--- src/rtl/core/utf8d_pkg.sv ---
// utf8d_pkg: widths, constants and item types of the utf-8 stream decoder
// no dependencies; imported by every module of the decoder
`timescale 1ns / 1ps

package utf8d_pkg;

    localparam int BYTE_W = 8;
    localparam int CP_W   = 21;
    localparam int PEND_W = 2;

    localparam logic [CP_W-1:0]   REPLACEMENT_CP = 21'h00FFFD;
    localparam logic [PEND_W-1:0] PEND_NONE      = 2'd0;
    localparam logic [PEND_W-1:0] PEND_ONE       = 2'd1;
    localparam logic [PEND_W-1:0] PEND_TWO       = 2'd2;
    localparam logic [PEND_W-1:0] PEND_THREE     = 2'd3;

    // tag bits at the top of a utf-8 byte
    localparam logic [1:0] CONT_TAG  = 2'b10;
    localparam logic [2:0] LEAD2_TAG = 3'b110;
    localparam logic [3:0] LEAD3_TAG = 4'b1110;
    localparam logic [4:0] LEAD4_TAG = 5'b11110;

    typedef struct packed {
        logic [BYTE_W-1:0] text_byte;
        logic              final_byte;
    } utf8d_byte_t;

    typedef struct packed {
        logic [CP_W-1:0] code_point;
        logic            replaced;
        logic            text_end;
    } utf8d_result_t;

endpackage

--- src/rtl/core/utf8d_in_reg.sv ---
// utf8d_in_reg: input register stage holding one byte item
// depends on utf8d_pkg
`timescale 1ns / 1ps

module utf8d_in_reg (
    input  logic                  clk,
    input  logic                  rst_n,
    input  logic                  in_valid,
    output logic                  in_ready,
    input  utf8d_pkg::utf8d_byte_t in_item,
    input  logic                  advance,
    output logic                  held_valid,
    output utf8d_pkg::utf8d_byte_t held_item
);
    import utf8d_pkg::*;

    logic        valid_reg;
    logic        valid_next;
    utf8d_byte_t item_reg;

    // stage frees up whenever its item moves on in the same cycle
    assign in_ready   = !valid_reg || advance;
    assign valid_next = (in_valid && in_ready) || (valid_reg && !advance);

    always_ff @(posedge clk or negedge rst_n)
    begin
        if (!rst_n)
        begin
            valid_reg <= 1'b0;
        end
        else
        begin
            valid_reg <= valid_next;
        end
    end

    always_ff @(posedge clk)
    begin
        if (in_valid && in_ready)
        begin
            item_reg <= in_item;
        end
    end

    assign held_valid = valid_reg;
    assign held_item  = item_reg;

endmodule

--- src/rtl/core/utf8d_step.sv ---
// utf8d_step: sequence state and the per-byte decode step
// depends on utf8d_pkg
`timescale 1ns / 1ps

module utf8d_step (
    input  logic                    clk,
    input  logic                    rst_n,
    input  logic                    fire,
    input  utf8d_pkg::utf8d_byte_t  item,
    output logic                    has_result,
    output utf8d_pkg::utf8d_result_t result
);
    import utf8d_pkg::*;

    logic [CP_W-1:0]   partial_value_reg;
    logic [CP_W-1:0]   partial_value_next;
    logic [PEND_W-1:0] bytes_pending_reg;
    logic [PEND_W-1:0] bytes_pending_next;

    logic [BYTE_W-1:0] c;
    logic              fin;
    logic [CP_W-1:0]   lead_value;
    logic [PEND_W-1:0] lead_extra;
    logic [CP_W-1:0]   acc_value;
    logic [PEND_W-1:0] pend_dec;

    assign c   = item.text_byte;
    assign fin = item.final_byte;

    always_comb
    begin
        case (c) inside
            8'b110?????:
            begin
                lead_value = {16'd0, c[4:0]};
                lead_extra = PEND_ONE;
            end
            8'b1110????:
            begin
                lead_value = {17'd0, c[3:0]};
                lead_extra = PEND_TWO;
            end
            8'b11110???:
            begin
                lead_value = {18'd0, c[2:0]};
                lead_extra = PEND_THREE;
            end
            // ascii and invalid leads pass through as their own value
            default:
            begin
                lead_value = {13'd0, c};
                lead_extra = PEND_NONE;
            end
        endcase
    end

    assign acc_value = {partial_value_reg[CP_W-7:0], c[5:0]};
    assign pend_dec  = bytes_pending_reg - PEND_ONE;

    always_comb
    begin
        has_result         = 1'b0;
        result.code_point  = lead_value;
        result.replaced    = 1'b0;
        result.text_end    = fin;
        partial_value_next = partial_value_reg;
        bytes_pending_next = bytes_pending_reg;
        if (bytes_pending_reg == PEND_NONE)
        begin
            if (lead_extra == PEND_NONE)
            begin
                has_result = 1'b1;
            end
            else if (fin)
            begin
                has_result         = 1'b1;
                result.code_point  = REPLACEMENT_CP;
                result.replaced    = 1'b1;
                partial_value_next = '0;
                bytes_pending_next = PEND_NONE;
            end
            else
            begin
                partial_value_next = lead_value;
                bytes_pending_next = lead_extra;
            end
        end
        else
        begin
            // continuation top bits are not checked
            if (pend_dec == PEND_NONE)
            begin
                has_result         = 1'b1;
                result.code_point  = acc_value;
                partial_value_next = '0;
                bytes_pending_next = PEND_NONE;
            end
            else if (fin)
            begin
                has_result         = 1'b1;
                result.code_point  = REPLACEMENT_CP;
                result.replaced    = 1'b1;
                partial_value_next = '0;
                bytes_pending_next = PEND_NONE;
            end
            else
            begin
                partial_value_next = acc_value;
                bytes_pending_next = pend_dec;
            end
        end
    end

    always_ff @(posedge clk or negedge rst_n)
    begin
        if (!rst_n)
        begin
            partial_value_reg <= '0;
            bytes_pending_reg <= PEND_NONE;
        end
        else if (fire)
        begin
            partial_value_reg <= partial_value_next;
            bytes_pending_reg <= bytes_pending_next;
        end
    end

endmodule

--- src/rtl/core/utf8d_out_reg.sv ---
// utf8d_out_reg: result register in front of the output channel
// depends on utf8d_pkg
`timescale 1ns / 1ps

module utf8d_out_reg (
    input  logic                     clk,
    input  logic                     rst_n,
    input  logic                     load,
    input  utf8d_pkg::utf8d_result_t load_item,
    output logic                     slot_free,
    output logic                     out_valid,
    input  logic                     out_ready,
    output utf8d_pkg::utf8d_result_t out_item
);
    import utf8d_pkg::*;

    logic          valid_reg;
    logic          valid_next;
    utf8d_result_t item_reg;

    // a waiting result that is taken this cycle frees the slot at once
    assign slot_free  = !valid_reg || out_ready;
    assign valid_next = load || (valid_reg && !out_ready);

    always_ff @(posedge clk or negedge rst_n)
    begin
        if (!rst_n)
        begin
            valid_reg <= 1'b0;
        end
        else
        begin
            valid_reg <= valid_next;
        end
    end

    always_ff @(posedge clk)
    begin
        if (load)
        begin
            item_reg <= load_item;
        end
    end

    assign out_valid = valid_reg;
    assign out_item  = item_reg;

endmodule

--- src/rtl/core/utf8_stream_decoder.sv ---
// utf8_stream_decoder: lenient streaming utf-8 to code point decoder
// a result comes from the input register through the step into the result register
// throughput: one byte item per cycle while the result slot is free, set by the
// single decode step between the input register and the result register
// reset: rst_n clears both stage valids and the sequence state at once
// depends on utf8d_pkg, utf8d_in_reg, utf8d_step, utf8d_out_reg
`timescale 1ns / 1ps

module utf8_stream_decoder (
    input  logic                          clk,
    input  logic                          rst_n,
    input  logic                          in_valid,
    output logic                          in_ready,
    input  logic [utf8d_pkg::BYTE_W-1:0]  text_byte,
    input  logic                          final_byte,
    output logic                          out_valid,
    input  logic                          out_ready,
    output logic [utf8d_pkg::CP_W-1:0]    code_point,
    output logic                          replaced,
    output logic                          text_end
);
    import utf8d_pkg::*;

    utf8d_byte_t   in_item;
    utf8d_byte_t   held_item;
    utf8d_result_t step_result;
    utf8d_result_t out_item;
    logic          held_valid;
    logic          slot_free;
    logic          advance;
    logic          has_result;

    assign in_item.text_byte  = text_byte;
    assign in_item.final_byte = final_byte;

    // an item moves on only when the result slot can take what it may produce
    assign advance = held_valid && slot_free;

    utf8d_in_reg u_in_reg (
        .clk        (clk),
        .rst_n      (rst_n),
        .in_valid   (in_valid),
        .in_ready   (in_ready),
        .in_item    (in_item),
        .advance    (advance),
        .held_valid (held_valid),
        .held_item  (held_item)
    );

    utf8d_step u_step (
        .clk        (clk),
        .rst_n      (rst_n),
        .fire       (advance),
        .item       (held_item),
        .has_result (has_result),
        .result     (step_result)
    );

    utf8d_out_reg u_out_reg (
        .clk       (clk),
        .rst_n     (rst_n),
        .load      (advance && has_result),
        .load_item (step_result),
        .slot_free (slot_free),
        .out_valid (out_valid),
        .out_ready (out_ready),
        .out_item  (out_item)
    );

    assign code_point = out_item.code_point;
    assign replaced   = out_item.replaced;
    assign text_end   = out_item.text_end;

endmodule

--- config.mk ---
export PLATFORM = sky130hd
export DESIGN_NAME = utf8_stream_decoder
export DESIGN_NICKNAME = d
export VERILOG_FILES = /design/src/rtl/core/utf8d_pkg.sv /design/src/rtl/core/utf8d_in_reg.sv /design/src/rtl/core/utf8d_step.sv /design/src/rtl/core/utf8d_out_reg.sv /design/src/rtl/core/utf8_stream_decoder.sv
export SDC_FILE = /design/constraint.sdc
export NUM_CORES = 1
export LEC_CHECK = 0
export BUFFER_PORTS_ARGS = -buffer_cell sky130_fd_sc_hd__buf_2
export CAP_MARGIN = 5
export CORE_ASPECT_RATIO = 1.4
export CORE_MARGIN = 2
export CORE_UTILIZATION = 54
export CTS_CLUSTER_DIAMETER = 150
export CTS_CLUSTER_SIZE = 8
export DETAILED_ROUTE_END_ITERATION = 6
export HOLD_SLACK_MARGIN = 0.06
export MAX_ROUTING_LAYER = met4
export PLACE_DENSITY = 0.78
export REMOVE_ABC_BUFFERS = 1
export SLEW_MARGIN = 15
export SYNTH_ARGS = -nofsm -noshare
export SYNTH_HDL_FRONTEND = slang
export SYNTH_SLANG_ARGS = --single-unit
export TNS_END_PERCENT = 5
--- constraint.sdc ---
create_clock -name clk -period 3.3 [get_ports clk]
set_clock_uncertainty 0.15 [all_clocks]
set_input_delay 0.495 -clock clk [delete_from_list [all_inputs] [get_ports clk]]
set_output_delay 0.495 -clock clk [all_outputs]
set_load 0.1 [all_outputs]
; ---- Word-level counts from Yosys, hierarchy flattened
; Index checks and enable logic that the tools add are counted.
[op_classes]
add_sub_neg = 1
eq_ne = 4
muxes = 25
n_reduce_logical = 17
[op_table]
columns = cell, n
row1 = $mux W15, 5
row2 = $mux W22, 3
row3 = $mux W21, 3
row4 = $mux W2, 8
row5 = $mux W8, 1
row6 = $logic_not A2 Y1, 3
row7 = $eq A5 B5 Y1 const B, 1
row8 = $logic_and A1 B1 Y1, 5
row9 = $mux W1, 5
row10 = $eq A4 B4 Y1 const B, 1
row11 = $logic_not A1 Y1, 4
row12 = $logic_or A1 B1 Y1, 4
row13 = $eq A3 B3 Y1 const B, 1
row14 = $ne A2 B2 Y1 const B, 1
row15 = $reduce_and A2 Y1, 1
row16 = $sub A2 B1 Y2 const B, 1
[word_totals]
reg_bits = 51
in_bits = 13
output_inout_bits = 25
word_cells = 56

; ---- Logic depth before layout (Yosys ltp)
[logic_depth]
ltp_word = 9
ltp_mapped = 7

; ---- Cells and area by module
; Synthesis repeated with hierarchy kept, for this count alone.
[unflattened]
hier_cells = 182
hier_area_um2 = 2144.6
[by_module_without_submodules]
columns = mod, instances, cells_each, area_each_um2
row1 = utf8d_step, 1, 141, 1069.8
row2 = utf8d_out_reg, 1, 26, 738.2
row3 = utf8d_in_reg, 1, 13, 324.1
row4 = utf8_stream_decoder, 1, 2, 12.5

; ---- Least setup slack after synthesis
; No wires, ideal clock.
[synth_timing]
path_kind = register -> register
start = register u_out_reg.valid_reg (netlist: u_out_reg.out_valid)
end = register u_out_reg.item_reg, in the netlist u_out_reg.out_item[0], enable pin
t_arrival_ps = 2251
path_slack_ps = 488
path_stages_with_launch = 4
path_cell_list = dfrtp_1 nand2b_1 nand2_1 a21oi_1
[synth_between]
elab_chain_len = 4
[synth_rtl]
columns = item, line
row1 = start: declaration, utf8d_out_reg.sv:17  ; logic valid_reg;
row2 = start signal: assignment, utf8d_out_reg.sv:33  ; valid_reg <= valid_next;
row3 = $logic_not A1 Y1, utf8d_out_reg.sv:22  ; assign slot_free = !valid_reg || out_ready;
row4 = $logic_or A1 B1 Y1, utf8d_out_reg.sv:22
row5 = $logic_and A1 B1 Y1, utf8_stream_decoder.sv:37  ; assign advance = held_valid && slot_free;
row6 = $logic_and A1 B1 Y1, utf8_stream_decoder.sv:62  ; .load (advance && has_result),
row7 = net u_out_reg.load, utf8d_out_reg.sv:8  ; input logic load,
row8 = end signal: assignment, utf8d_out_reg.sv:41  ; item_reg <= load_item;
row9 = end: declaration, utf8d_out_reg.sv:19  ; utf8d_result_t item_reg;
; The timed path passes the listed nets, and every way through them passes these cells.
; A chain may end at the register's enable or synchronous reset.

; ---- Worst setup path after layout
[layout_timing]
start = register u_step.bytes_pending_reg[0]
end = register u_step.partial_value_reg[1]
[layout_between]
elab_chain_len = 4
word_cells_on_any_way = 7
classes_between = add/sub (1) / eq/ne (1) / mux (2) / reduce/logical (3)
[layout_rtl]
columns = item, line
row1 = start: declaration, utf8d_step.sv:17  ; logic [PEND_W-1:0] bytes_pending_reg;
row2 = start signal: assignment, utf8d_step.sv:124  ; bytes_pending_reg <= bytes_pending_next;
row3 = $sub A2 B1 Y2, utf8d_step.sv:58  ; assign pend_dec = bytes_pending_reg - PEND_ONE;
row4 = $logic_not A2 Y1, utf8d_step.sv:91  ; if (pend_dec == PEND_NONE)
row5 = $mux W15, utf8d_step.sv:91
row6 = $mux W15, utf8d_step.sv:68  ; if (bytes_pending_reg == PEND_NONE)
row7 = end signal: assignment, utf8d_step.sv:123  ; partial_value_reg <= partial_value_next;
row8 = end: declaration, utf8d_step.sv:15  ; logic [CP_W-1:0] partial_value_reg;
; Several ways; a longest one is shown, not always the timed one.

==> reports/qor.yml <==
global_route:
  grt_use_met1_pct: 21.2
  grt_max_degree: 20
  top_usage_layer: "met2"
  use_met2_pct: 33.4
  first_global_vias: 1426
  gr-total-overflow: 0
  antenna_found_initial: 0
  grt_pass1_wl_um: 6460
  met3_usage_pct: 4.94
  grt_usage_pct: 19.6
floorplan:
  core_mm2: 0.00371
  io_pins: 38
  die_y_um: 78.1
  start_util_pct: 57.1
  dieWidth_um: 56.9
  placementRows: 26
  fp.dieArea_mm2: 0.00444
power_and_ir_drop:
  power.switching_mw: 1.08
  ir_drop_v: 0.000539
  power_mw: 2.37
  power.leakage_nw: 1.09
  p_per_area_mw_per_mm2: 963
  p_int_mw: 1.29
  p_seq_share_pct: 39.9
  power_frac_comb_pct: 42.9
  clkPwrFrac_pct: 17.1
  switching_share_pct: 45.7
yosys:
  netlist_instances: 173
  yosys_most_used_dff: "edfxtp_1"
  async_reset_ff_share_pct: 37.3
  synth_area_leaders: "edfxtp_1 45%, dfrtp_1 22%, nand2_1 6.0%"
  synth_compound_area_share_pct: 12.8
  synth_area_leader_cell: "edfxtp_1"
  synth_xor_area_share_pct: 0
  synth-simple-area-share_pct: 15.2
  synthTopCellsByCount: "34 x nand2_1, 32 x edfxtp_1, 19 x dfrtp_1"
  synth_area_per_cell_um2: 12.2
  synth_edf_count: 32
  synth.mux.area_fraction_pct: 0
  mappedNetlistArea_mm2: 0.00212
  synth_seq_cells: 51
  synth_cell_types: 30
  synth_top_family_by_area: "simple AND/OR/NAND/NOR gates"
  yosysWarnings: 0
  yosys.area.top_type_share_pct: 45.4
  synth_fa_ha_area_share_pct: 1.77
  yosysSeqAreaShare_pct: 67.9
  synth_most_common_cell: "nand2_1"
layout:
  area_growth_pct: 16.5
  n_antenna_cell: 0
  layout-drive-gt1-share_pct: 25.0
  final_cells: 258
  largest_reg_flops: 23
  final_util_pct: 66.5
  nets: 232
clock_network:
  post_cts_buffers: 0
  holdBufCountCts: 1
  cts_tree: "built"
  h-tree-depth: 2
  cts.repair.resized: 0
  cts_root_buffer: "clkbuf_8"
  cts_buffers: 5
  clock-sinks: 51
  clock_latency_ns: 0.30
  clk_pin_slew_worst_paths_ns: 0.08
  ctsLongestPathBuffers: 2
sta:
  rsz0062_at_grt: "false"
  setup_viol: 0
  relSlewSlack_pct: 48.0
  worstMarginPinSlew_ns: 0.775
  post-route-period-util_pct: 73.1
  fmax_mhz: 414
  drv_slew: 0
  worst_slack_ns: 0.887
  final.setup.tns_ns: 0
  hold_violations: 0
  period_minus_slack_ns: 2.41
setup_path:
  endpoint_kind: "flip-flop"
  cp.arrival_ns: 2.44
  cp_max_fo: 18
  worstPathRequired_ns: 3.33
  start_kind: "flip-flop"
  path_class: "reg -> reg"
routing:
  wl_per_cell_um: 14.8
  drtIter0Drc: 52
  antenna_left: 0
  viasPerCell: 5.68
  wl_um: 3810
  first_pass_iters: 4
  via_count: 1466
  drc: 0
placement:
  portBuffers: 37
  dp_hpwl_um: 2790
  place_congestion: 0.877
  place_inst: 250
  dp_worst_setup_slack_ns: 0.920
status:
  status: "finished clean"
run:
  timing.max_cap.violations: 0
worst_hold_path:
  min_path_type: "in -> reg"
logic make-up after synthesis:
family / Yosys count
buffers and inverters: 10
DFF: 51
adders and majority gates: 3
and+or+nand+nor: 67
AOI/OAI and AO/OA: 42
cells in the final DEF (no fill, tap or decap), types with 3 or more instances in the layout:
master,n
buf_2,37
nand2_1,34
edfxtp_1,32
dfrtp_1,19
o21ai_0,13
a21o_1,10
and2_1,7
nor2_1,6
nor2b_1,5
a21oi_1,5
clkbuf_8,5
inv_1,4
nand2b_1,4
or2_2,4
a31oi_1,4
buf_4,4
ha_1,3
final cells by class:
cell class                      instances  area (µm²)
Timing Repair Buffer                   42         225
Tap cell                               42        52.6
Fill cell                             289        1240
Inverter                                4        15.0
Clock buffer                            6        72.6
Clock inverter                          1        30.0
Sequential cell                        51        1440
Multi-Input combinational cell        112         633
worst paths after layout:
check	end	depth (start not counted)	from	slack (ns)
max	u_step.partial_value_reg[1]	6	u_step.bytes_pending_reg[0]	0.89
min	u_in_reg.held_item[4]	1	text_byte[3]	0.22
max reg2reg	u_step.partial_value_reg[1]	6	u_step.bytes_pending_reg[0]	0.89
min reg2reg	u_step.partial_value_reg[12]	2	u_step.partial_value_reg[12]	0.33
max in group asynchronous	u_step.partial_value_reg[5]	2	rst_n	2.17
min in group asynchronous	u_step.partial_value_reg[8]	2	rst_n	0.52
routing by layer:
| metal | vias up | part of all wire, % |
|---|---|---|
| met5 | - | 0 |
| met4 | 0 | 2.3 |
| met3 | 10 | 6.6 |
| met2 | 62 | 54 |
| met1 | 697 | 37 |
| li1 | 697 | - |
metrics by stage:
step           instance area (µm²)  hold slack [ns]
6_report                      2460            0.218
5_1_grt                       2460            0.206
3_5_place_dp                  2350            0.312
4_1_cts                       2460            0.216
2_1_floorplan                 2080           0.0494
3_3_place_gp                  2350            0.308
critical path, stage by stage (launching register included):
cell,delay [ns]
dfrtp_1,0.41
inv_1,0.11
ha_1,0.45
inv_1,0.19
o2111ai_2,0.55
buf_4,0.31
o21ai_0,0.11
power by group through the flow:
stage | Clock (mW) | Sequential, mW | Combinational, mW
after floorplan | 0 | 1.47 | 0.306
after global placement | 0 | 0.953 | 0.995
after detailed placement | 0 | 0.962 | 1.02
after CTS | 0.410 | 0.949 | 1.02
after global routing | 0.437 | 0.968 | 1.08
final | 0.407 | 0.948 | 1.02
No activity file was read; power rests on OpenSTA's default activity.
